==> src/rtl/tsl_pkg.sv <==
package tsl_pkg;

	typedef struct packed {
		logic [7:0] char_code;
		logic       is_final;
	} tsl_in_t;

	typedef struct packed {
		logic [1:0]  token_kind;
		logic [4:0]  symbol_code;
		logic [1:0]  error_code;
		logic [7:0]  token_length;
		logic [15:0] line_number;
		logic        last_of_run;
	} tsl_out_t;

	// up to two results from one scanned byte
	typedef struct packed {
		logic [1:0] count;
		tsl_out_t   first;
		tsl_out_t   second;
	} tsl_push_t;

	// token closed or emitted by one step, line number added later
	typedef struct packed {
		logic       hit;
		logic [1:0] kind;
		logic [4:0] sym;
		logic [1:0] err;
		logic [7:0] len;
	} tsl_emit_t;

	typedef struct packed {
		logic hit;
		logic [4:0] code;
	} tsl_sym_t;

	typedef enum logic [2:0] {
		MODE_IDLE,
		MODE_ZERO,
		MODE_INT,
		MODE_DOT,
		MODE_FRAC,
		MODE_WORD,
		MODE_PEND
	} mode_t;

	typedef enum logic [1:0] {
		OP_LT,
		OP_GT,
		OP_COLON
	} op_t;

	localparam logic [1:0] KIND_NUM  = 2'd0;
	localparam logic [1:0] KIND_WORD = 2'd1;
	localparam logic [1:0] KIND_SYM  = 2'd2;
	localparam logic [1:0] KIND_ERR  = 2'd3;

	localparam logic [1:0] ERR_NUM     = 2'd0;
	localparam logic [1:0] ERR_SYM     = 2'd1;
	localparam logic [1:0] ERR_WORD    = 2'd2;
	localparam logic [1:0] ERR_ILLEGAL = 2'd3;

	localparam logic [4:0] SYM_LT     = 5'd13;
	localparam logic [4:0] SYM_LE     = 5'd14;
	localparam logic [4:0] SYM_GT     = 5'd15;
	localparam logic [4:0] SYM_GE     = 5'd16;
	localparam logic [4:0] SYM_ASSIGN = 5'd17;

	localparam logic [7:0] CH_TAB   = 8'h09;
	localparam logic [7:0] CH_NL    = 8'h0A;
	localparam logic [7:0] CH_CR    = 8'h0D;
	localparam logic [7:0] CH_SPACE = 8'h20;
	localparam logic [7:0] CH_DOT   = 8'h2E;
	localparam logic [7:0] CH_ZERO  = 8'h30;
	localparam logic [7:0] CH_NINE  = 8'h39;
	localparam logic [7:0] CH_COLON = 8'h3A;
	localparam logic [7:0] CH_LT    = 8'h3C;
	localparam logic [7:0] CH_EQ    = 8'h3D;
	localparam logic [7:0] CH_GT    = 8'h3E;
	localparam logic [7:0] CH_UPA   = 8'h41;
	localparam logic [7:0] CH_UPZ   = 8'h5A;
	localparam logic [7:0] CH_US    = 8'h5F;
	localparam logic [7:0] CH_LOA   = 8'h61;
	localparam logic [7:0] CH_LOZ   = 8'h7A;

	localparam int QUEUE_DEPTH = 4;

	function automatic logic is_blank(logic [7:0] c);
		return c == CH_SPACE || c == CH_TAB || c == CH_CR;
	endfunction

	function automatic logic is_digit(logic [7:0] c);
		return c >= CH_ZERO && c <= CH_NINE;
	endfunction

	function automatic logic is_letter(logic [7:0] c);
		return (c >= CH_UPA && c <= CH_UPZ) || (c >= CH_LOA && c <= CH_LOZ);
	endfunction

	function automatic tsl_sym_t single_code(logic [7:0] c);
		tsl_sym_t s;
		s.hit = 1'b1;
		case (c)
			8'h2C: s.code = 5'd0;
			8'h2E: s.code = 5'd1;
			8'h3B: s.code = 5'd2;
			8'h3F: s.code = 5'd3;
			8'h21: s.code = 5'd4;
			8'h23: s.code = 5'd5;
			8'h28: s.code = 5'd6;
			8'h29: s.code = 5'd7;
			8'h2A: s.code = 5'd8;
			8'h2F: s.code = 5'd9;
			8'h2B: s.code = 5'd10;
			8'h2D: s.code = 5'd11;
			8'h3D: s.code = 5'd12;
			8'h3C: s.code = SYM_LT;
			8'h3E: s.code = SYM_GT;
			8'h3A: s.code = SYM_ASSIGN;
			default: begin
				s.hit  = 1'b0;
				s.code = 5'd0;
			end
		endcase
		return s;
	endfunction

	function automatic logic is_delim(logic [7:0] c);
		tsl_sym_t s;
		s = single_code(c);
		return is_blank(c) || c == CH_NL || (s.hit && c != CH_DOT);
	endfunction

endpackage

==> src/rtl/tsl_scan.sv <==
module tsl_scan #(
	parameter int LW  = 8,
	parameter int LNW = 16,
	parameter int MAX_TOKEN_LENGTH = 255,
	parameter int MAX_LINE = 65535
) (
	input  logic               clk,
	input  logic               arst_n,
	input  logic               item_valid,
	output logic               item_ready,
	input  tsl_pkg::tsl_in_t   item,
	input  logic               room,
	output tsl_pkg::tsl_push_t push
);

	logic             valid_s1;
	tsl_pkg::tsl_in_t item_s1;
	logic             fire;

	tsl_pkg::mode_t   mode_q, m;
	logic             ok_q, ok;
	logic [LW-1:0]    len_q, len;
	logic [LNW-1:0]   line_q, ln;
	tsl_pkg::op_t     op_q, op;

	logic [7:0]         c;
	logic [1:0]         n;
	tsl_pkg::tsl_out_t  res [2];
	tsl_pkg::tsl_emit_t e;
	tsl_pkg::tsl_sym_t  sc;
	logic               do_close;

	function automatic logic [LW-1:0] len_inc(logic [LW-1:0] v);
		return (v == LW'(MAX_TOKEN_LENGTH)) ? v : v + LW'(1);
	endfunction

	function automatic tsl_pkg::tsl_emit_t close_tok(tsl_pkg::mode_t cm, logic cok,
			logic [LW-1:0] clen, tsl_pkg::op_t cop);
		tsl_pkg::tsl_emit_t r;
		r = '0;
		r.len = 8'(clen);
		case (cm)
			tsl_pkg::MODE_ZERO, tsl_pkg::MODE_INT, tsl_pkg::MODE_DOT, tsl_pkg::MODE_FRAC: begin
				r.hit = 1'b1;
				if (cok && cm != tsl_pkg::MODE_DOT) begin
					r.kind = tsl_pkg::KIND_NUM;
				end else begin
					r.kind = tsl_pkg::KIND_ERR;
					r.err  = tsl_pkg::ERR_NUM;
				end
			end
			tsl_pkg::MODE_WORD: begin
				r.hit = 1'b1;
				if (cok) begin
					r.kind = tsl_pkg::KIND_WORD;
				end else begin
					r.kind = tsl_pkg::KIND_ERR;
					r.err  = tsl_pkg::ERR_WORD;
				end
			end
			tsl_pkg::MODE_PEND: begin
				r.hit = 1'b1;
				r.len = 8'd1;
				case (cop)
					tsl_pkg::OP_LT: begin
						r.kind = tsl_pkg::KIND_SYM;
						r.sym  = tsl_pkg::SYM_LT;
					end
					tsl_pkg::OP_GT: begin
						r.kind = tsl_pkg::KIND_SYM;
						r.sym  = tsl_pkg::SYM_GT;
					end
					default: begin
						r.kind = tsl_pkg::KIND_ERR;
						r.err  = tsl_pkg::ERR_SYM;
					end
				endcase
			end
			default: r.hit = 1'b0;
		endcase
		return r;
	endfunction

	function automatic tsl_pkg::tsl_out_t mk(tsl_pkg::tsl_emit_t me, logic [LNW-1:0] mline);
		tsl_pkg::tsl_out_t o;
		o.token_kind   = me.kind;
		o.symbol_code  = me.sym;
		o.error_code   = me.err;
		o.token_length = me.len;
		o.line_number  = 16'(mline);
		o.last_of_run  = 1'b0;
		return o;
	endfunction

	assign fire       = valid_s1 && room;
	assign item_ready = !valid_s1 || room;
	assign c          = item_s1.char_code;

	always_comb begin
		m        = mode_q;
		ok       = ok_q;
		len      = len_q;
		ln       = line_q;
		op       = op_q;
		n        = 2'd0;
		res[0]   = '0;
		res[1]   = '0;
		e        = '0;
		sc       = tsl_pkg::single_code(c);
		do_close = 1'b0;

		case (mode_q)
			tsl_pkg::MODE_ZERO, tsl_pkg::MODE_INT, tsl_pkg::MODE_DOT, tsl_pkg::MODE_FRAC: begin
				if (c == tsl_pkg::CH_DOT || !tsl_pkg::is_delim(c)) begin
					len = len_inc(len_q);
					case (mode_q)
						tsl_pkg::MODE_ZERO: begin
							if (c == tsl_pkg::CH_DOT) m = tsl_pkg::MODE_DOT;
							else ok = 1'b0;
						end
						tsl_pkg::MODE_INT: begin
							if (c == tsl_pkg::CH_DOT) m = tsl_pkg::MODE_DOT;
							else if (!tsl_pkg::is_digit(c)) ok = 1'b0;
						end
						tsl_pkg::MODE_DOT: begin
							if (tsl_pkg::is_digit(c)) m = tsl_pkg::MODE_FRAC;
							else ok = 1'b0;
						end
						default: begin
							if (!tsl_pkg::is_digit(c)) ok = 1'b0;
						end
					endcase
				end else begin
					do_close = 1'b1;
				end
			end
			tsl_pkg::MODE_WORD: begin
				if (!tsl_pkg::is_delim(c)) begin
					len = len_inc(len_q);
					if (!(tsl_pkg::is_letter(c) || tsl_pkg::is_digit(c) || c == tsl_pkg::CH_US))
						ok = 1'b0;
				end else begin
					do_close = 1'b1;
				end
			end
			tsl_pkg::MODE_PEND: begin
				if (c == tsl_pkg::CH_EQ) begin
					e      = '0;
					e.hit  = 1'b1;
					e.kind = tsl_pkg::KIND_SYM;
					e.len  = 8'd2;
					case (op_q)
						tsl_pkg::OP_LT: e.sym = tsl_pkg::SYM_LE;
						tsl_pkg::OP_GT: e.sym = tsl_pkg::SYM_GE;
						default:        e.sym = tsl_pkg::SYM_ASSIGN;
					endcase
					res[0] = mk(e, ln);
					n      = 2'd1;
					m      = tsl_pkg::MODE_IDLE;
					ok     = 1'b1;
					len    = '0;
					op     = tsl_pkg::OP_LT;
				end else begin
					do_close = 1'b1;
				end
			end
			default: ;
		endcase

		// close the open token, then treat the byte as a fresh start
		if (do_close) begin
			e = close_tok(m, ok, len, op);
			if (e.hit) begin
				res[n[0]] = mk(e, ln);
				n = n + 2'd1;
			end
			m   = tsl_pkg::MODE_IDLE;
			ok  = 1'b1;
			len = '0;
			op  = tsl_pkg::OP_LT;
		end

		if (do_close || mode_q == tsl_pkg::MODE_IDLE) begin
			ok  = 1'b1;
			len = LW'(1);
			e   = '0;
			if (tsl_pkg::is_digit(c)) begin
				m = (c == tsl_pkg::CH_ZERO) ? tsl_pkg::MODE_ZERO : tsl_pkg::MODE_INT;
			end else if (tsl_pkg::is_letter(c)) begin
				m = tsl_pkg::MODE_WORD;
			end else if (c == tsl_pkg::CH_LT || c == tsl_pkg::CH_GT || c == tsl_pkg::CH_COLON) begin
				m  = tsl_pkg::MODE_PEND;
				op = (c == tsl_pkg::CH_LT) ? tsl_pkg::OP_LT :
				     (c == tsl_pkg::CH_GT) ? tsl_pkg::OP_GT : tsl_pkg::OP_COLON;
			end else if (sc.hit) begin
				e.hit  = 1'b1;
				e.kind = tsl_pkg::KIND_SYM;
				e.sym  = sc.code;
				e.len  = 8'd1;
				len    = '0;
			end else if (tsl_pkg::is_blank(c)) begin
				len = '0;
			end else if (c == tsl_pkg::CH_NL) begin
				len = '0;
				if (ln != LNW'(MAX_LINE)) ln = ln + LNW'(1);
			end else begin
				e.hit  = 1'b1;
				e.kind = tsl_pkg::KIND_ERR;
				e.err  = tsl_pkg::ERR_ILLEGAL;
				e.len  = 8'd1;
				len    = '0;
			end
			if (e.hit) begin
				res[n[0]] = mk(e, ln);
				n = n + 2'd1;
			end
		end

		// end of stream flushes the open token and restarts the line count
		if (item_s1.is_final) begin
			e = close_tok(m, ok, len, op);
			if (e.hit) begin
				res[n[0]] = mk(e, ln);
				n = n + 2'd1;
			end
			m   = tsl_pkg::MODE_IDLE;
			ok  = 1'b1;
			len = '0;
			op  = tsl_pkg::OP_LT;
			ln  = '0;
		end

		if (n == 2'd1) res[0].last_of_run = 1'b1;
		if (n == 2'd2) res[1].last_of_run = 1'b1;

		push.count  = fire ? n : 2'd0;
		push.first  = res[0];
		push.second = res[1];
	end

	always_ff @(posedge clk or negedge arst_n) begin
		if (!arst_n) begin
			valid_s1 <= 1'b0;
		end else if (item_ready) begin
			valid_s1 <= item_valid;
		end
	end

	always_ff @(posedge clk) begin
		if (item_ready && item_valid) begin
			item_s1 <= item;
		end
	end

	always_ff @(posedge clk or negedge arst_n) begin
		if (!arst_n) begin
			mode_q <= tsl_pkg::MODE_IDLE;
			ok_q   <= 1'b1;
			len_q  <= '0;
			line_q <= '0;
			op_q   <= tsl_pkg::OP_LT;
		end else if (fire) begin
			mode_q <= m;
			ok_q   <= ok;
			len_q  <= len;
			line_q <= ln;
			op_q   <= op;
		end
	end

endmodule

==> src/rtl/tsl_result_queue.sv <==
module tsl_result_queue (
	input  logic               clk,
	input  logic               arst_n,
	input  tsl_pkg::tsl_push_t push,
	output logic               room,
	output logic               result_valid,
	input  logic               result_ready,
	output tsl_pkg::tsl_out_t  result
);

	localparam int PW = $clog2(tsl_pkg::QUEUE_DEPTH);
	localparam int CW = $clog2(tsl_pkg::QUEUE_DEPTH + 1);

	tsl_pkg::tsl_out_t slot_q [tsl_pkg::QUEUE_DEPTH];
	logic [PW-1:0]     wr_q, rd_q;
	logic [CW-1:0]     count_q;
	logic              pop;

	assign room         = count_q <= CW'(tsl_pkg::QUEUE_DEPTH - 2);
	assign result_valid = count_q != '0;
	assign result       = slot_q[rd_q];
	assign pop          = result_valid && result_ready;

	always_ff @(posedge clk) begin
		if (push.count != 2'd0) begin
			slot_q[wr_q] <= push.first;
		end
		if (push.count == 2'd2) begin
			slot_q[wr_q + PW'(1)] <= push.second;
		end
	end

	always_ff @(posedge clk or negedge arst_n) begin
		if (!arst_n) begin
			wr_q    <= '0;
			rd_q    <= '0;
			count_q <= '0;
		end else begin
			wr_q    <= wr_q + PW'(push.count);
			rd_q    <= rd_q + PW'(pop);
			count_q <= count_q + CW'(push.count) - CW'(pop);
		end
	end

endmodule

==> src/rtl/token_stream_lexer_top.sv <==
// token stream lexer
// item channel: one source byte per transfer (char_code, is_final); is_final
// marks the last byte of a stream, after which open tokens are flushed and
// the line count starts again at zero
// result channel: one token per transfer (kind, symbol code, error code,
// saturated length, line number); last_of_run marks the final result caused
// by a byte, and a byte causes zero, one or two results
// a byte is registered at the scan stage and its results are written to the
// queue together; a second result is offered once the first is taken
// throughput: one byte per cycle while the queue has room, set by the single
// scan stage; sustained output is one result per cycle from a 4-entry queue
// the scan stage advances while the queue has room for two results, so a
// stalled receiver holds bytes back once three results wait in the queue
// reset: asynchronous, active low; clears the scanner to idle with line 0
// and empties the queue
module token_stream_lexer_top #(
	parameter int MAX_TOKEN_LENGTH = 255,
	parameter int MAX_LINE = 65535
) (
	input  logic              clk,
	input  logic              arst_n,
	input  logic              item_valid,
	output logic              item_ready,
	input  tsl_pkg::tsl_in_t  item,
	output logic              result_valid,
	input  logic              result_ready,
	output tsl_pkg::tsl_out_t result
);

	localparam int LW  = $clog2(MAX_TOKEN_LENGTH + 1);
	localparam int LNW = $clog2(MAX_LINE + 1);

	tsl_pkg::tsl_push_t push;
	logic               room;

	tsl_scan #(
		.LW               (LW),
		.LNW              (LNW),
		.MAX_TOKEN_LENGTH (MAX_TOKEN_LENGTH),
		.MAX_LINE         (MAX_LINE)
	) u_scan (
		.clk        (clk),
		.arst_n     (arst_n),
		.item_valid (item_valid),
		.item_ready (item_ready),
		.item       (item),
		.room       (room),
		.push       (push)
	);

	tsl_result_queue u_queue (
		.clk          (clk),
		.arst_n       (arst_n),
		.push         (push),
		.room         (room),
		.result_valid (result_valid),
		.result_ready (result_ready),
		.result       (result)
	);

endmodule

==> config.mk <==
export PLATFORM = sky130hd
export DESIGN_NAME = token_stream_lexer_top
export DESIGN_NICKNAME = d
export VERILOG_FILES = /design/src/rtl/tsl_pkg.sv /design/src/rtl/tsl_scan.sv /design/src/rtl/tsl_result_queue.sv /design/src/rtl/token_stream_lexer_top.sv
export SDC_FILE = /design/constraint.sdc
export NUM_CORES = 1
export LEC_CHECK = 0
export ABC_AREA = 1
export BUFFER_PORTS_ARGS = -buffer_cell sky130_fd_sc_hd__buf_2
export CORE_MARGIN = 2
export CORE_UTILIZATION = 35
export CTS_BUF_LIST = sky130_fd_sc_hd__clkbuf_16
export DETAILED_ROUTE_END_ITERATION = 7
export PLACE_DENSITY = 0.58
export RECOVER_POWER = 25
export SLEW_MARGIN = 20
export SYNTH_ARGS = -nofsm -noshare
export SYNTH_HDL_FRONTEND = slang
export SYNTH_SLANG_ARGS = --single-unit
==> constraint.sdc <==
create_clock -name clk -period 5.25 [get_ports clk]
set_input_delay 1.05 -clock clk [delete_from_list [all_inputs] [get_ports clk]]
set_output_delay 1.05 -clock clk [all_outputs]
set_load 0.02 [all_outputs]
### Word-level counts from Yosys, hierarchy flattened

Memory sizes are Yosys's and may differ from the RTL's.
Index checks and enable logic that the tools add are counted.

| cells by class | value |
|---|---|
| mux-type cells | 141 |
| bitwise operators | 3 |
| magnitude comparators | 13 |
| equal/unequal tests | 51 |
| reduce and logical (&&, ||, !) cells | 43 |
| add/sub/neg operators | 10 |

Operator list:

| operator | number |
|---|---|
| $mux W68 | 6 |
| $bwmux W68 | 3 |
| $mux W34 | 5 |
| $mux W16 | 10 |
| $eq A8 B6 Y1 const B | 18 |
| $mux W8 | 14 |
| $demux W34 S1 | 3 |
| $pmux W5 S15 | 1 |
| $mux W18 | 4 |
| $mux W2 | 30 |
| $mux W3 | 13 |
| $mux W1 | 32 |
| $eq A3 B3 Y1 const B | 9 |
| $mux W5 | 5 |
| $eq A8 B4 Y1 const B | 3 |
| $pmux W8 S3 | 1 |
| $mux W10 | 2 |
| $eq A3 B2 Y1 const B | 6 |
| $add A16 B1 Y16 const B | 1 |
| $ge A8 B7 Y1 const B | 2 |
| $le A8 B7 Y1 const B | 2 |
| $ne A16 B16 Y1 const B | 1 |
| $pmux W4 S2 | 2 |
| $reduce_or A16 Y1 | 1 |
| 35 further kinds | 87 |

| word-level totals | value |
|---|---|
| input port bits | 13 |
| register bits after elaboration | 47 |
| logic and storage cells | 273 |
| memory bits (writable) | 136 |
| memories | 1 |

Memory list:

| memory | depth | width | rd ports | clocked after Yosys merged registers in | write ports | line | RTL |
|---|---|---|---|---|---|---|---|
| u_queue.slot_q | 4 | 34 | 1 | 0 | 2 | tsl_result_queue.sv:14 | `tsl_pkg::tsl_out_t slot_q [tsl_pkg::QUEUE_DEPTH];` |

### Depth between registers and ports, before layout

Gate-level depths: netlist (run 1).

| logic depth | value |
|---|---|
| depth after elaboration | 28 |
| depth in mapped cells | 25 |
| gate-level depth less buffers | 25 |

### Modules after synthesis

Synthesis (run 1) repeated with hierarchy kept, for this count alone.

| second synthesis, totals | value |
|---|---|
| cells, all modules | 1554 |
| area, all modules | 11868.9 um^2 |

Modules (own cells, without submodules):

| module | cells an instance | instances | area each (um^2) |
|---|---|---|---|
| tsl_result_queue | 755 | 1 | 7075.5 |
| tsl_scan | 799 | 1 | 4793.3 |

### Worst setup path after synthesis (run 1)

Ideal clock, no wire load.

| path | value |
|---|---|
| kind | register to register |
| start | register u_scan.item_s1, in the netlist u_scan.c[3] |
| end | memory u_queue.slot_q[3][0] (netlist bit), enable pin |
| slack | 1.442 ns |
| data required time | 4.858 ns |
| cell stages (with the launch flop) | 19 |
| data arrival time | 3.417 ns |
| clock period less this slack | 3.808 ns |
| setup time | 0.392 ns |
| cells stage by stage | edfxtp_1 nand2_2 nor2_1 o21ai_4 nand2_1 nor2_2 nand3_4 nand3_4 nand3_2 nand2_1 nand2_2 nand2_4 nand2_2 nor2_4 nand3_4 a21oi_2 nand4_2 buf_2 nand2_1 |

RTL lines:

| element | line | RTL |
|---|---|---|
| start, declared | tsl_scan.sv:17 | `tsl_pkg::tsl_in_t item_s1;` |
| start signal, assigned | tsl_scan.sv:251 | `item_s1 <= item;` |
| end, declared | tsl_result_queue.sv:14 |  |

==> summary.md, run 1 <==
| Metric | Value |
|---|---|
| Final worst slack | `roughly 0.74 ns` |
| Area Growth Syn to Fin | `9.86%` |
| Initial Util | `35.3%` |
| Post-synthesis net count | `1493` |
| Reg-to-reg slack, setup | `0.74 ns` |
| Global-route wire length before repair | `54400 microns` |
| CTS sink count | `~180` |
| Total gr overflow | `0` |
| Final Hold Vio Count | `0` |
| Post-Synthesis Cells | `~1500` |
| Clock buffer depth | `2` |
| Pre-CTS WS | `1.01 ns` |
| Post-synthesis sequential area ratio | `46.4%` |
| Top cells by area, synth | `edfxtp_1, nand2_1, dfrtp_1, nand3_1, o21ai_0` |
| Share of the synthesized area in the top cell type | `38.1%` |
| WP data arrival | `~4.6 ns` |
| FF-to-FF Start | `u_scan.c[3]$_DFFE_PP_` |
| DRC | `0` |
| Top cells by count, synth | `nand2_1, nand3_1, nor2_1, edfxtp_1, inv_1` |
| Post-CTS Setup Inserts | `0` |
| Worst hold path type | `register to register` |
| Comb pwr share | `52.8%` |
| # rows | `66` |
| Slew Viols, Final | `95` |
| Fin crit period | `4.51 ns` |
| Drt first pass iters | `6` |
| Final setup fails | `0` |
| Area leader, netlist | `edfxtp_1` |
| Largest net degree at the start of global routing | `101` |
| YS warnings | `0` |
| Status | `finished with violations` |
| Layout cells sized above 1 | `under 10%` |
| Vias in the first global route | `approximately 9900` |
| Mapped Avg Cell Area | `7.76 sq um` |
| Clock network power share | `16.9%` |
| Die width | `185 microns` |
| Reg2reg end | `u_queue.slot_q[2][33]$_DFFE_PP_` |
| RSZ-0062 raised after global routing | `false` |
| DIE HEIGHT | `185 microns` |
| Clk_skew | `0.0150 ns` |
| CTS clk-pin slew, worst paths | `0.08 ns` |
| Internal power | `3880 uW` |
| Core box area | `32400 sq um` |
| DR vias/cell | `5.33` |
| CTS Hold Bufs | `0` |
| Slew headroom | `-68.0%` |
| Clk_lat worst skew | `0.45 ns` |
| ANT nets after route | `0` |
| Crit start category | `register` |
| Routed WL per cell | `17.6 microns` |
| NetSw | `between 3000 and 4000 uW` |
| Worst Hold Launch | `u_queue.count_q[2]$_DFF_PN0_` |
| Count leader, synth | `nand2_1` |
| Leakage power | `0.00540 uW` |
| Element type at the critical path end | `register` |
| Critical Path Sink | `u_queue.slot_q[2][33]$_DFFE_PP_` |
| Mapped Area | `11400 sq um` |
| Final GP Congestion | `0.939` |
| Final WL | `34200 microns` |
| Die area | `34100 sq um` |
| Sequential fraction of design power | `30.3%` |
| Root Driver | `clkbuf_16` |
| CP Data Required Time | `5.32 ns` |
| R2R depth | `22` |
| Crit path kind | `register to register` |
| Post-Route Setup TNS | `0 ns` |
| Antenna cells | `0` |
| Post-synthesis cell type count | `53` |
| Tightest Pin Transition | `2.52 ns` |
| Async SR Flop Fraction | `a little over 20%` |
| Post_cts resized | `0` |
| Net Sw Frac | `49.7%` |
| Tot GR Track Use | `between 20% and 30%` |
| # IOs | `about 50` |
| Initial antenna violation count | `0` |
| Pwr/cell area | `615 nW/um^2` |
| Number of synthesized flops with an enable pin | `~150` |
| Most used DFF post-synth | `edfxtp_1` |
| Final HPWL from detailed placement | `21900 microns` |
| Achievable Freq | `0.222 GHz` |
| Crit path launch | `u_scan.c[3]$_DFFE_PP_` |
| Synth Register Bits | `183` |
| Critical Path Fanout Max | `34` |
| Fin crit share | `85.8%` |
| H-tree depth | `4` |
| Via count | `~10000` |
| Nets | `approximately 1500` |
| Max-Cap Viols | `2` |
| VDD IR max | `0.306 mV` |
| Number of DRC markers in iteration 0 | `1127` |
| Input/output buffers | `48` |
| Failing checks | `capacitance limit, slew limit` |
| CTS tree | `built` |
| CTS buffer count | `17` |
-- stage by stage --
step / total power, uW / hold slack, ns / instance area (sq um) / std cells / utilization [%]
2_1_floorplan: 5190 / 0.464 / 11400 / 1473 / -
3_3_place_gp: 6390 / 0.493 / 12000 / 1906 / 37.1
3_5_place_dp: 6440 / 0.490 / 12000 / 1906 / 37.1
4_1_cts: 7750 / 0.503 / 12600 / 1938 / 38.9
5_1_grt: 8280 / 0.527 / 12600 / 1938 / 38.8
6_report: 7720 / 0.500 / 12600 / 1938 / 38.8
-- worst max-delay path: stages (launching register included) --
cell and delay, ns:
edfxtp_1 0.47, nand2_1 0.16, inv_1 0.10, nand2_1 0.10, nor2_1 0.08, nor2_1 0.10, nand2_1 0.06, nor2_2 0.08
nand3_1 0.24, nand3_1 0.30, nand2_1 0.11, nor2_1 0.37, nand3_1 0.13, nand2_1 0.13, nand2_1 0.06, nand2_1 0.22
nor2_4 0.07, nand3_4 0.27, nand3_2 0.22, nand2_1 0.19, nand2_1 0.07, nand2_1 0.10, buf_4 0.48
-- kinds of logic (layout without fill, tap and decap cells) --
group,count (synthesis),after routing,share of synthesized area [%]
AO/OA/AOI/OAI,259,259,13.1
XOR/XNOR,17,17,1.30
adder cells (fa/ha/maj),7,7,0.832
buffers and inverters,220,243,8.10
flip-flops,183,183,46.4
AND/OR/NAND/NOR,787,787,30.2
-- final cells by class --
class,count,area [sq um]
Tap cell,442,553
Clock buffer,17,425
Sequential cell,183,5310
Inverter,144,541
Multi-Input combinational cell,1070,5180
Fill cell,3371,19800
Timing Repair Buffer,67,385
Clock inverter,15,159
-- state kept, by name, indices dropped and copies added, names as in the netlist --
name / count
u_scan.mode_q: 3
u_queue.wr_q: 2
u_queue.rd_q: 2
u_queue.count_q: 3
u_scan.op_q: 2
u_scan.item_s1: 1
u_queue.slot_q: 136
u_scan.ok_q: 1
u_scan.c: 8
u_scan.valid_s1: 1
u_scan.line_q: 16
u_scan.len_q: 8
-- placed cells by master, fill, tap and decap left out, drive strengths merged, types with 2 or more instances in the layout --
master / count
nand2: 421
nand3: 162
nor2: 160
inv: 148
edfxtp: 145
o21ai: 130
buf: 59
o22ai: 55
dfrtp: 37
a21oi: 34
clkbuf: 25
nand4: 21
nor3: 15
xor2: 15
a32oi: 9
clkinv: 9
o32ai: 7
ha: 6
o21a: 5
a31oi: 5
a21boi: 4
and2: 3
or2: 2
o211ai: 2
nor4: 2
o31ai: 2
xnor2: 2
clkinvlp: 2
-- per-layer routing --
| metal | global-route usage (%) | routed length [microns] | vias to the layer above |
|---|---|---|---|
| met5 | 0 | 0 | - |
| met4 | 6.76 | 679 | 0 |
| met3 | 2.77 | 1900 | 50 |
| met2 | 34.5 | 16100 | 350 |
| met1 | 27.8 | 15600 | 4938 |
| li1 | - | - | 4993 |
-- worst min path at each step --
stage | depth (start not counted) | endpoint | slack (ns)
after floorplan | 1 | u_queue.count_q[2]$_DFF_PN0_ | 0.46
after global placement | 1 | u_queue.count_q[2]$_DFF_PN0_ | 0.49
after detailed placement | 1 | u_queue.count_q[2]$_DFF_PN0_ | 0.49
after CTS | 1 | u_queue.count_q[2]$_DFF_PN0_ | 0.50
after global routing | 1 | u_queue.count_q[2]$_DFF_PN0_ | 0.53
final | 1 | u_queue.count_q[2]$_DFF_PN0_ | 0.50
-- power groups by stage --
stage	clock, uW	combinational (uW)	sequential [uW]
floorplan	0	2860	2330
global placement	0	4030	2370
detailed placement	0	4070	2370
CTS	1320	4090	2340
global route	1370	4540	2370
finish	1300	4070	2340
No activity file was read; power rests on OpenSTA's default activity.
==> run 2, diff against run 1 <==
--- a/config.mk
+++ b/config.mk
@@ -5,7 +5,6 @@
 export SDC_FILE = /design/constraint.sdc
 export NUM_CORES = 1
 export LEC_CHECK = 0
-export ABC_AREA = 1
 export BUFFER_PORTS_ARGS = -buffer_cell sky130_fd_sc_hd__buf_2
 export CORE_MARGIN = 2
 export CORE_UTILIZATION = 35
==> run 2 against run 1 <==
Combinational power decreased by 23%; largest cell class unchanged; hold slack barely moved; the flow still finishes with violations (capacitance limit, slew limit); count of clock-buffer cells in the layout did not move; critical path type unchanged; total power is 14% lower; flip-flop and latch count did not move; sequential share of layout area grew 1.7 points; cell area is 3.8% lower; clock power barely moved; first-iteration DRC count shrank 36%; non-clock buffer count rose by 22.
==> summary.md, run 2 <==
| Metric | Value |
|---|---|
| Status | `finished with violations (unchanged)` |
| Failing checks | `capacitance limit, slew limit (unchanged)` |
| Nets | `1016 (was 1503)` |
| Share of the synthesized area in the top cell type | `40.4% (was 38.1%)` |
| CP Data Required Time | `5.42 ns (was 5.32 ns)` |
| Worst hold path type | `register to register (unchanged)` |
| Fin crit period | `4.48 ns (was 4.51 ns)` |
| Simple-gate share of the synthesized area | `14.7% (was 30.2%)` |
| Number of DRC markers in iteration 0 | `719 (was 1127)` |
| Count leader, synth | `edfxtp_1 (was nand2_1)` |
| YS warnings | `0 (unchanged)` |
| Max-Cap Viols | `2 (unchanged)` |
| RSZ-0062 raised after global routing | `false (unchanged)` |
| ANT nets after route | `0 (unchanged)` |
| Largest net degree at the start of global routing | `43 (was 101)` |
| DR vias/cell | `5.86 (was 5.33)` |
| Drt first pass iters | `5 (was 6)` |
| Fill cells | `2949 (was 3371)` |
| CTS tree | `built (unchanged)` |
| Reg-to-reg slack, setup | `0.77 ns (was 0.74 ns)` |
| Final worst slack | `0.775 ns (was 0.743 ns)` |
| Final Hold Vio Count | `0 (unchanged)` |
| Post_cts resized | `0 (unchanged)` |
| NetSw | `2890 uW (was 3840 uW)` |
| Most common cell after layout, fill and taps aside | `edfxtp_1 (was nand2_1)` |
| CTS clk-pin slew, worst paths | `0.07 ns (was 0.08 ns)` |
| Initial antenna violation count | `0 (unchanged)` |
| Number of synthesized flops with an enable pin | `145 (unchanged)` |
| Comb pwr share | `46.8% (was 52.8%)` |
| Mapped Avg Cell Area | `11.2 sq um (was 7.76 sq um)` |
| Routed WL per cell | `21.7 microns (was 17.6 microns)` |
| Pwr/cell area | `553 nW/um^2 (was 615 nW/um^2)` |
| Main combinational cell family by area after synthesis | `compound AO/OA/AOI/OAI gates (was simple AND/OR/NAND/NOR gates)` |
| Synth Register Bits | `183 (unchanged)` |
| FF-to-FF Start | `u_scan.c[5]$_DFFE_PP_ (was u_scan.c[3]$_DFFE_PP_)` |
| Most frequent CP cell | `mux2i_1 (was nand2_1)` |
| WP data arrival | `4.64 ns (was 4.58 ns)` |
| H-tree depth | `4 (unchanged)` |
| Hold Crit Depth | `1 (unchanged)` |
| CTS sink count | `183 (unchanged)` |
| Mux cell area share after synthesis | `13.7% (was 0%)` |
| Final setup fails | `0 (unchanged)` |
| Post-synthesis adder-cell area fraction | `0.883% (was 0.832%)` |
| Top cells by area, synth | `edfxtp_1, dfrtp_1, mux4_2, mux2i_1, nor2_1 (was edfxtp_1, nand2_1, dfrtp_1, nand3_1, o21ai_0)` |
| Area Growth Syn to Fin | `12.1% (was 9.86%)` |
| Async SR Flop Fraction | `20.8% (unchanged)` |
| Top cells by count, synth | `edfxtp_1, nor2_1, mux2i_1, nand2_1, o21ai_0 (was nand2_1, nand3_1, nor2_1, edfxtp_1, inv_1)` |
| Root Driver | `clkbuf_16 (unchanged)` |
| Post-Synthesis Cells | `961 (was 1473)` |
| Compound-Gate Fraction of Synth Area | `16.2% (was 13.1%)` |
| Critical Path Fanout Max | `19 (was 34)` |
| Crit start category | `register (unchanged)` |
| Cell family with most CP delay | `buffers and inverters (was simple AND/OR/NAND/NOR gates)` |
| CTS buffer count | `17 (unchanged)` |
| Net Sw Frac | `43.3% (was 49.7%)` |
| Most used DFF post-synth | `edfxtp_1 (unchanged)` |
| Core box area | `30400 sq um (was 32400 sq um)` |
| Vias in the first global route | `8161 (was 9942)` |
| Post-synthesis net count | `981 (was 1493)` |
| Via count | `8236 (was 10300)` |
| Design Power | `6670 uW (was 7720 uW)` |
| Final std cells w/o fill | `1405 (was 1938)` |
| Area leader, netlist | `edfxtp_1 (unchanged)` |
| Tot GR Track Use | `18.9% (was 20.7%)` |
| Clk_skew | `0.00863 ns (was 0.0150 ns)` |
| CTS Hold Bufs | `0 (unchanged)` |
| Achievable Freq | `0.223 GHz (was 0.222 GHz)` |
| Biggest regs | `u_queue.slot_q: 136 flops, u_scan.line_q: 16 flops (unchanged)` |
| Input/output buffers | `48 (unchanged)` |
| Mapped Area | `10800 sq um (was 11400 sq um)` |
| Worst Hold Launch | `u_queue.count_q[2]$_DFF_PN0_ (unchanged)` |
| Internal power | `3790 uW (was 3880 uW)` |
| # placed instances | `1372 (was 1906)` |
| # IOs | `49 (unchanged)` |
| WHS Endpoint | `u_queue.count_q[2]$_DFF_PN0_ (unchanged)` |
| Post-CTS Setup Inserts | `0 (unchanged)` |
| Slew Viols, Final | `53 (was 95)` |
| DRC | `0 (unchanged)` |
| Post-Route Setup TNS | `0 ns (unchanged)` |
| Clock buffer depth | `2 (unchanged)` |
| Crit path buffers/inverters | `2 (unchanged)` |
| Layout cells sized above 1 | `16.8% (was 9.63%)` |
| Post-synthesis cell type count | `91 (was 53)` |
| Synth Area in XOR/XNOR | `1.46% (was 1.30%)` |
| Element type at the critical path end | `register (unchanged)` |
| R2R depth | `11 (was 22)` |
| Die width | `179 microns (was 185 microns)` |
| Critical path, cell by cell | `or4b_1 > nor4_1 > clkbuf_1 > nor4_1 > o21ai_0 > clkbuf_1 > mux2i_1 > a311oi_1 > o21bai_1 > mux2i_1 > mux2i_1 (was nand2_1 > inv_1 > nand2_1 > nor2_1 > nor2_1 > nand2_1 > nor2_2 > nand3_1 > nand3_1 > nand2_1 > nor2_1 > nand3_1 > nand2_1 > nand2_1 > nand2_1 > nor2_4 > nand3_4 > nand3_2 > nand2_1 > nand2_1 > nand2_1 > buf_4)` |
| Sequential fraction of design power | `33.7% (was 30.3%)` |
| Die area | `32200 sq um (was 34100 sq um)` |
| VDD IR max | `0.246 mV (was 0.306 mV)` |
| Initial Util | `35.4% (was 35.3%)` |
| Largest register FFs | `136 (unchanged)` |
| CP peak stage delay | `0.89 ns (was 0.48 ns)` |
| Clock network power share | `19.5% (was 16.9%)` |
| # rows | `64 (was 66)` |
| Fin crit share | `85.2% (was 85.8%)` |
| Finished Core Util | `39.7% (was 38.8%)` |
| Antenna cells | `0 (unchanged)` |
| Leakage power | `0.00433 uW (was 0.00540 uW)` |
| Post-synthesis sequential area ratio | `49.3% (was 46.4%)` |
| Most flop-heavy register | `u_queue.slot_q (unchanged)` |
| Slowest-stage cell, CP | `clkbuf_1 (was buf_4)` |
| Final HPWL from detailed placement | `21700 microns (was 21900 microns)` |
| Slew headroom | `-28.6% (was -68.0%)` |
| Final GP Congestion | `0.933 (was 0.939)` |
| Global-route wire length before repair | `47800 microns (was 54400 microns)` |
| Clk_lat worst skew | `0.44 ns (was 0.45 ns)` |
| Pre-CTS WS | `0.853 ns (was 1.01 ns)` |
| Crit path kind | `register to register (unchanged)` |
| Total gr overflow | `0 (unchanged)` |
| Reg2reg end | `u_queue.slot_q[0][32]$_DFFE_PP_ (was u_queue.slot_q[2][33]$_DFFE_PP_)` |
| Commonest cells after routing, fill and taps aside | `edfxtp_1, nor2_1, nand2_1, mux2i_1, o21ai_0 (was nand2_1, nand3_1, nor2_1)` |
| Tightest Pin Transition | `1.93 ns (was 2.52 ns)` |
| DIE HEIGHT | `179 microns (was 185 microns)` |
| Final WL | `30500 microns (was 34200 microns)` |
==> run 2: cell types whose count changed in the layout (fill, tap and decap cells not counted), moves of 18 or more <==
cell / before / now
nand3_1: 156 / 31
buf_4: 18 / 36
mux2i_1: 0 / 68
nand2_1: 414 / 68
nor2_1: 150 / 78
mux4_2: 0 / 34
o22ai_1: 55 / 20
o21ai_0: 120 / 46
inv_1: 124 / 16
==> run 2: kinds of logic after synthesis <==
family | after synthesis
adder cells (fa/ha/maj) | 7
XOR/XNOR | 18
multiplexers | 104
flip-flops | 183
AO/OA/AOI/OAI | 249
AND/OR/NAND/NOR | 309
buffers and inverters | 91
==> run 2: metrics by stage <==
step	area (sq um)	hold WS, ns
2_1_floorplan	10800	0.462
3_3_place_gp	11500	0.484
3_5_place_dp	11500	0.489
4_1_cts	12100	0.502
5_1_grt	12100	0.529
6_report	12100	0.500
==> run 2: worst max path at each step <==
| stage | start | end | slack [ns] | cells after the start |
|---|---|---|---|---|
| after global routing | u_scan.c[5]$_DFFE_PP_ | u_queue.count_q[2]$_DFF_PN0_ | 0.48 | 12 |
| after detailed placement | u_scan.c[5]$_DFFE_PP_ | u_queue.count_q[2]$_DFF_PN0_ | 0.85 | 12 |
| after global placement | u_scan.mode_q[1]$_DFFE_PN0P_ | u_queue.slot_q[2][2]$_DFFE_PP_ | 0.93 | 13 |
| after CTS | u_scan.c[5]$_DFFE_PP_ | u_queue.count_q[2]$_DFF_PN0_ | 0.83 | 12 |
| after floorplan | u_scan.c[2]$_DFFE_PP_ | u_queue.slot_q[2][0]$_DFFE_PP_ | 0.16 | 14 |
| final | u_scan.c[5]$_DFFE_PP_ | u_queue.slot_q[0][32]$_DFFE_PP_ | 0.77 | 11 |
==> run 2: layer usage <==
metal | GRT usage (%) | vias up | share of wire, % | wire (microns)
met3 | 3.04 | 44 | 5.3 | 1620
met4 | 5.66 | 0 | 2.0 | 617
met5 | 0 | - | 0 | 0
met1 | 25.8 | 4133 | 45 | 13600
met2 | 31.1 | 255 | 48 | 14600
li1 | - | 3804 | - | -
==> run 2: worst reg2reg max path: cells and delay by family, from the launching register on <==
kind	cells	cell delay (ns)
simple gates	3	0.97
flops	1	0.46
buf+inv	2	1.22
compound gates	3	0.78
mux	3	0.78
==> run 2: cell type report <==
type	count	area [sq um]	area share, %
Timing Repair Buffer	89	508	4.21
Sequential cell	183	5310	44.0
Clock inverter	15	169	1.40
Inverter	18	67.6	0.560
Clock buffer	17	425	3.52
Tap cell	396	495	4.10
Multi-Input combinational cell	687	5100	42.2
==> run 2: power groups by stage <==
stage / combinational, uW / sequential [uW] / clock (uW)
floorplan: 2270 / 2130 / 0
global placement: 3110 / 2270 / 0
detailed placement: 3140 / 2290 / 0
CTS: 3150 / 2260 / 1320
global route: 3370 / 2300 / 1380
finish: 3120 / 2250 / 1300
==> run 3, diff against run 2 <==
--- a/config.mk
+++ b/config.mk
@@ -7,10 +7,10 @@
 export LEC_CHECK = 0
 export BUFFER_PORTS_ARGS = -buffer_cell sky130_fd_sc_hd__buf_2
 export CORE_MARGIN = 2
-export CORE_UTILIZATION = 35
+export CORE_UTILIZATION = 55
 export CTS_BUF_LIST = sky130_fd_sc_hd__clkbuf_16
 export DETAILED_ROUTE_END_ITERATION = 7
-export PLACE_DENSITY = 0.58
+export PLACE_DENSITY = 0.8
 export RECOVER_POWER = 25
 export SLEW_MARGIN = 20
 export SYNTH_ARGS = -nofsm -noshare
==> run 3 against run 2 <==
The flow still finishes with violations (capacitance limit, slew limit); hold slack better by 0.0063 ns; die area down 36%; register-to-register slack worse by 0.15 ns; via count up 2.4%.
==> summary.md, run 3 (synthesized netlist as in run 2, its figures left out) <==
| Metric | Value |
|---|---|
| H-tree depth | `4 (unchanged)` |
| NetSw | `2830 uW (was 2890 uW)` |
| Clock buffer depth | `2 (unchanged)` |
| DR vias/cell | `6.65 (was 5.86)` |
| Fill cells | `1542 (was 2949)` |
| Final GP Congestion | `0.941 (was 0.933)` |
| Fin crit share | `88.0% (was 85.2%)` |
| Root Driver | `clkbuf_16 (unchanged)` |
| Reg-to-reg slack, setup | `0.63 ns (was 0.77 ns)` |
| Max-Cap Viols | `1 (was 2)` |
| Critical Path Fanout Max | `17 (was 19)` |
| RSZ-0062 raised after global routing | `false (unchanged)` |
| DRC | `0 (unchanged)` |
| # IOs | `49 (unchanged)` |
| Final WL | `28000 microns (was 30500 microns)` |
| ANT nets after route | `0 (unchanged)` |
| Status | `finished with violations (unchanged)` |
| CP peak stage delay | `0.66 ns (was 0.89 ns)` |
| CTS sink count | `183 (unchanged)` |
| Critical path, cell by cell | `or4b_1 > or4_1 > nand4_1 > and3_1 > or2_0 > o21ai_0 > o21ai_0 > nand3_1 > ha_1 > fa_1 > xor2_1 > xnor2_1 (was or4b_1 > nor4_1 > clkbuf_1 > nor4_1 > o21ai_0 > clkbuf_1 > mux2i_1 > a311oi_1 > o21bai_1 > mux2i_1 > mux2i_1)` |
| DIE HEIGHT | `144 microns (was 179 microns)` |
| Comb pwr share | `45.3% (was 46.8%)` |
| Nets | `1010 (was 1016)` |
| Commonest cells after routing, fill and taps aside | `edfxtp_1, nor2_1, nand2_1, mux2i_1, o21ai_0 (unchanged)` |
| Clk_skew | `0.0140 ns (was 0.00863 ns)` |
| Internal power | `3810 uW (was 3790 uW)` |
| Largest register FFs | `136 (unchanged)` |
| Tightest Pin Transition | `2.29 ns (was 1.93 ns)` |
| Routed WL per cell | `22.1 microns (was 21.7 microns)` |
| Post-Route Setup TNS | `0 ns (unchanged)` |
| Element type at the critical path end | `register (unchanged)` |
| Vias in the first global route | `8257 (was 8161)` |
| Final setup fails | `0 (unchanged)` |
| Most frequent CP cell | `o21ai_0 (was mux2i_1)` |
| Final Hold Vio Count | `0 (unchanged)` |
| Worst hold path type | `register to register (unchanged)` |
| Final HPWL from detailed placement | `19200 microns (was 21700 microns)` |
| Layout cells sized above 1 | `16.1% (was 16.8%)` |
| Most common cell after layout, fill and taps aside | `edfxtp_1 (unchanged)` |
| Slowest-stage cell, CP | `edfxtp_1 (was clkbuf_1)` |
| Tot GR Track Use | `28.3% (was 18.9%)` |
| Initial antenna violation count | `0 (unchanged)` |
| Fin crit period | `4.62 ns (was 4.48 ns)` |
| Post_cts resized | `0 (unchanged)` |
| CTS buffer count | `17 (unchanged)` |
| # rows | `51 (was 64)` |
| Drt first pass iters | `7 (was 5)` |
| Failing checks | `capacitance limit, slew limit (unchanged)` |
| Slew headroom | `-53.0% (was -28.6%)` |
| Crit path kind | `register to register (unchanged)` |
| Die area | `20700 sq um (was 32200 sq um)` |
| Crit start category | `register (unchanged)` |
| Net Sw Frac | `42.6% (was 43.3%)` |
| Multi-input logic area | `5100 sq um (about the same)` |
| Crit path buffers/inverters | `0 (was 2)` |
| Clk_lat worst skew | `0.44 ns (about the same)` |
| Global-route wire length before repair | `44700 microns (was 47800 microns)` |
| Via count | `8436 (was 8236)` |
| Design Power | `6650 uW (was 6670 uW)` |
| Clock network power share | `20.6% (was 19.5%)` |
| Core box area | `19300 sq um (was 30400 sq um)` |
| Initial Util | `55.7% (was 35.4%)` |
| Total gr overflow | `0 (unchanged)` |
| FF+latch area | `5310 sq um (unchanged)` |
| Area Growth Syn to Fin | `10.6% (was 12.1%)` |
| Number of DRC markers in iteration 0 | `882 (was 719)` |
| CP Data Required Time | `5.57 ns (was 5.42 ns)` |
| Leakage power | `0.00431 uW (was 0.00433 uW)` |
| Input/output buffers | `48 (unchanged)` |
| CTS Hold Bufs | `0 (unchanged)` |
| Post-CTS Setup Inserts | `0 (unchanged)` |
| CTS tree | `built (unchanged)` |
| Antenna cells | `0 (unchanged)` |
| Most flop-heavy register | `u_queue.slot_q (unchanged)` |
| Pwr/cell area | `558 nW/um^2 (was 553 nW/um^2)` |
| CTS clk-pin slew, worst paths | `0.07 ns (about the same)` |
| Die width | `144 microns (was 179 microns)` |
| Sequential fraction of design power | `34.1% (was 33.7%)` |
| Biggest regs | `u_queue.slot_q: 136 flops, u_scan.line_q: 16 flops (unchanged)` |
| Largest net degree at the start of global routing | `43 (unchanged)` |
| Cell family with most CP delay | `simple AND/OR/NAND/NOR gates (was buffers and inverters)` |
| Achievable Freq | `0.216 GHz (was 0.223 GHz)` |
| WP data arrival | `4.95 ns (was 4.64 ns)` |
| Slew Viols, Final | `39 (was 53)` |
| VDD IR max | `0.414 mV (was 0.246 mV)` |
[run 3: cell count changes in the layout (fill, tap and decap cells not counted), moves of 2 or more]
cell,delta
buf_4,-4
clkbuf_1,+3
clkinv_2,-2
buf_2,-5
inv_6,+2
[run 3: power groups by stage]
stage / logic (uW) / registers, uW / clock network (uW)
2_1_floorplan: 2270 / 2130 / 0
4_1_cts: 3020 / 2270 / 1380
5_1_grt: 3250 / 2310 / 1440
3_5_place_dp: 2990 / 2300 / 0
3_3_place_gp: 2970 / 2290 / 0
6_report: 3010 / 2270 / 1370
[run 3: area by class of cell]
type,count,share of cell area (%)
clock inverter,15,1.73
timing repair buffer,83,3.90
inverter,18,0.568
tap,265,2.79
multi-input combinational,687,42.9
sequential,183,44.6
clock buffer,17,3.57
[run 3: path summary, 6_finish.rpt]
check	from	end	cells past startpoint
max	u_scan.c[3]$_DFFE_PP_	u_queue.count_q[2]$_DFF_PN0_	12
min	u_queue.count_q[2]$_DFF_PN0_	u_queue.count_q[2]$_DFF_PN0_	1
max reg2reg	u_scan.c[3]$_DFFE_PP_	u_queue.count_q[2]$_DFF_PN0_	12
min reg2reg	u_queue.count_q[2]$_DFF_PN0_	u_queue.count_q[2]$_DFF_PN0_	1
max in group asynchronous	arst_n	u_scan.op_q[1]$_DFFE_PN0P_	1
min in group asynchronous	arst_n	u_scan.len_q[7]$_DFFE_PN0P_	1
[run 3: per-layer routing]
layer / track usage (%) / vias to the layer above / share of wire [%]
li1: - / 3789 / -
met1: 37.3 / 4111 / 40
met2: 45.8 / 458 / 48
met3: 5.73 / 78 / 8.1
met4: 11.9 / 0 / 3.3
met5: 0 / - / 0
[run 3: through the flow]
stage / area, sq um / std cells / util [%] / hold WS (ns) / setup slack (ns)
final: 11900 / 1268 / 61.6 / 0.506 / 0.629
after floorplan: 10800 / 961 / - / 0.462 / 0.162
after CTS: 11900 / 1268 / 61.8 / 0.509 / 0.702
after global placement: 11300 / 1236 / 58.5 / 0.489 / 0.835
after detailed placement: 11300 / 1236 / 58.5 / 0.495 / 0.711
after global routing: 11900 / 1268 / 61.6 / 0.520 / 0.347
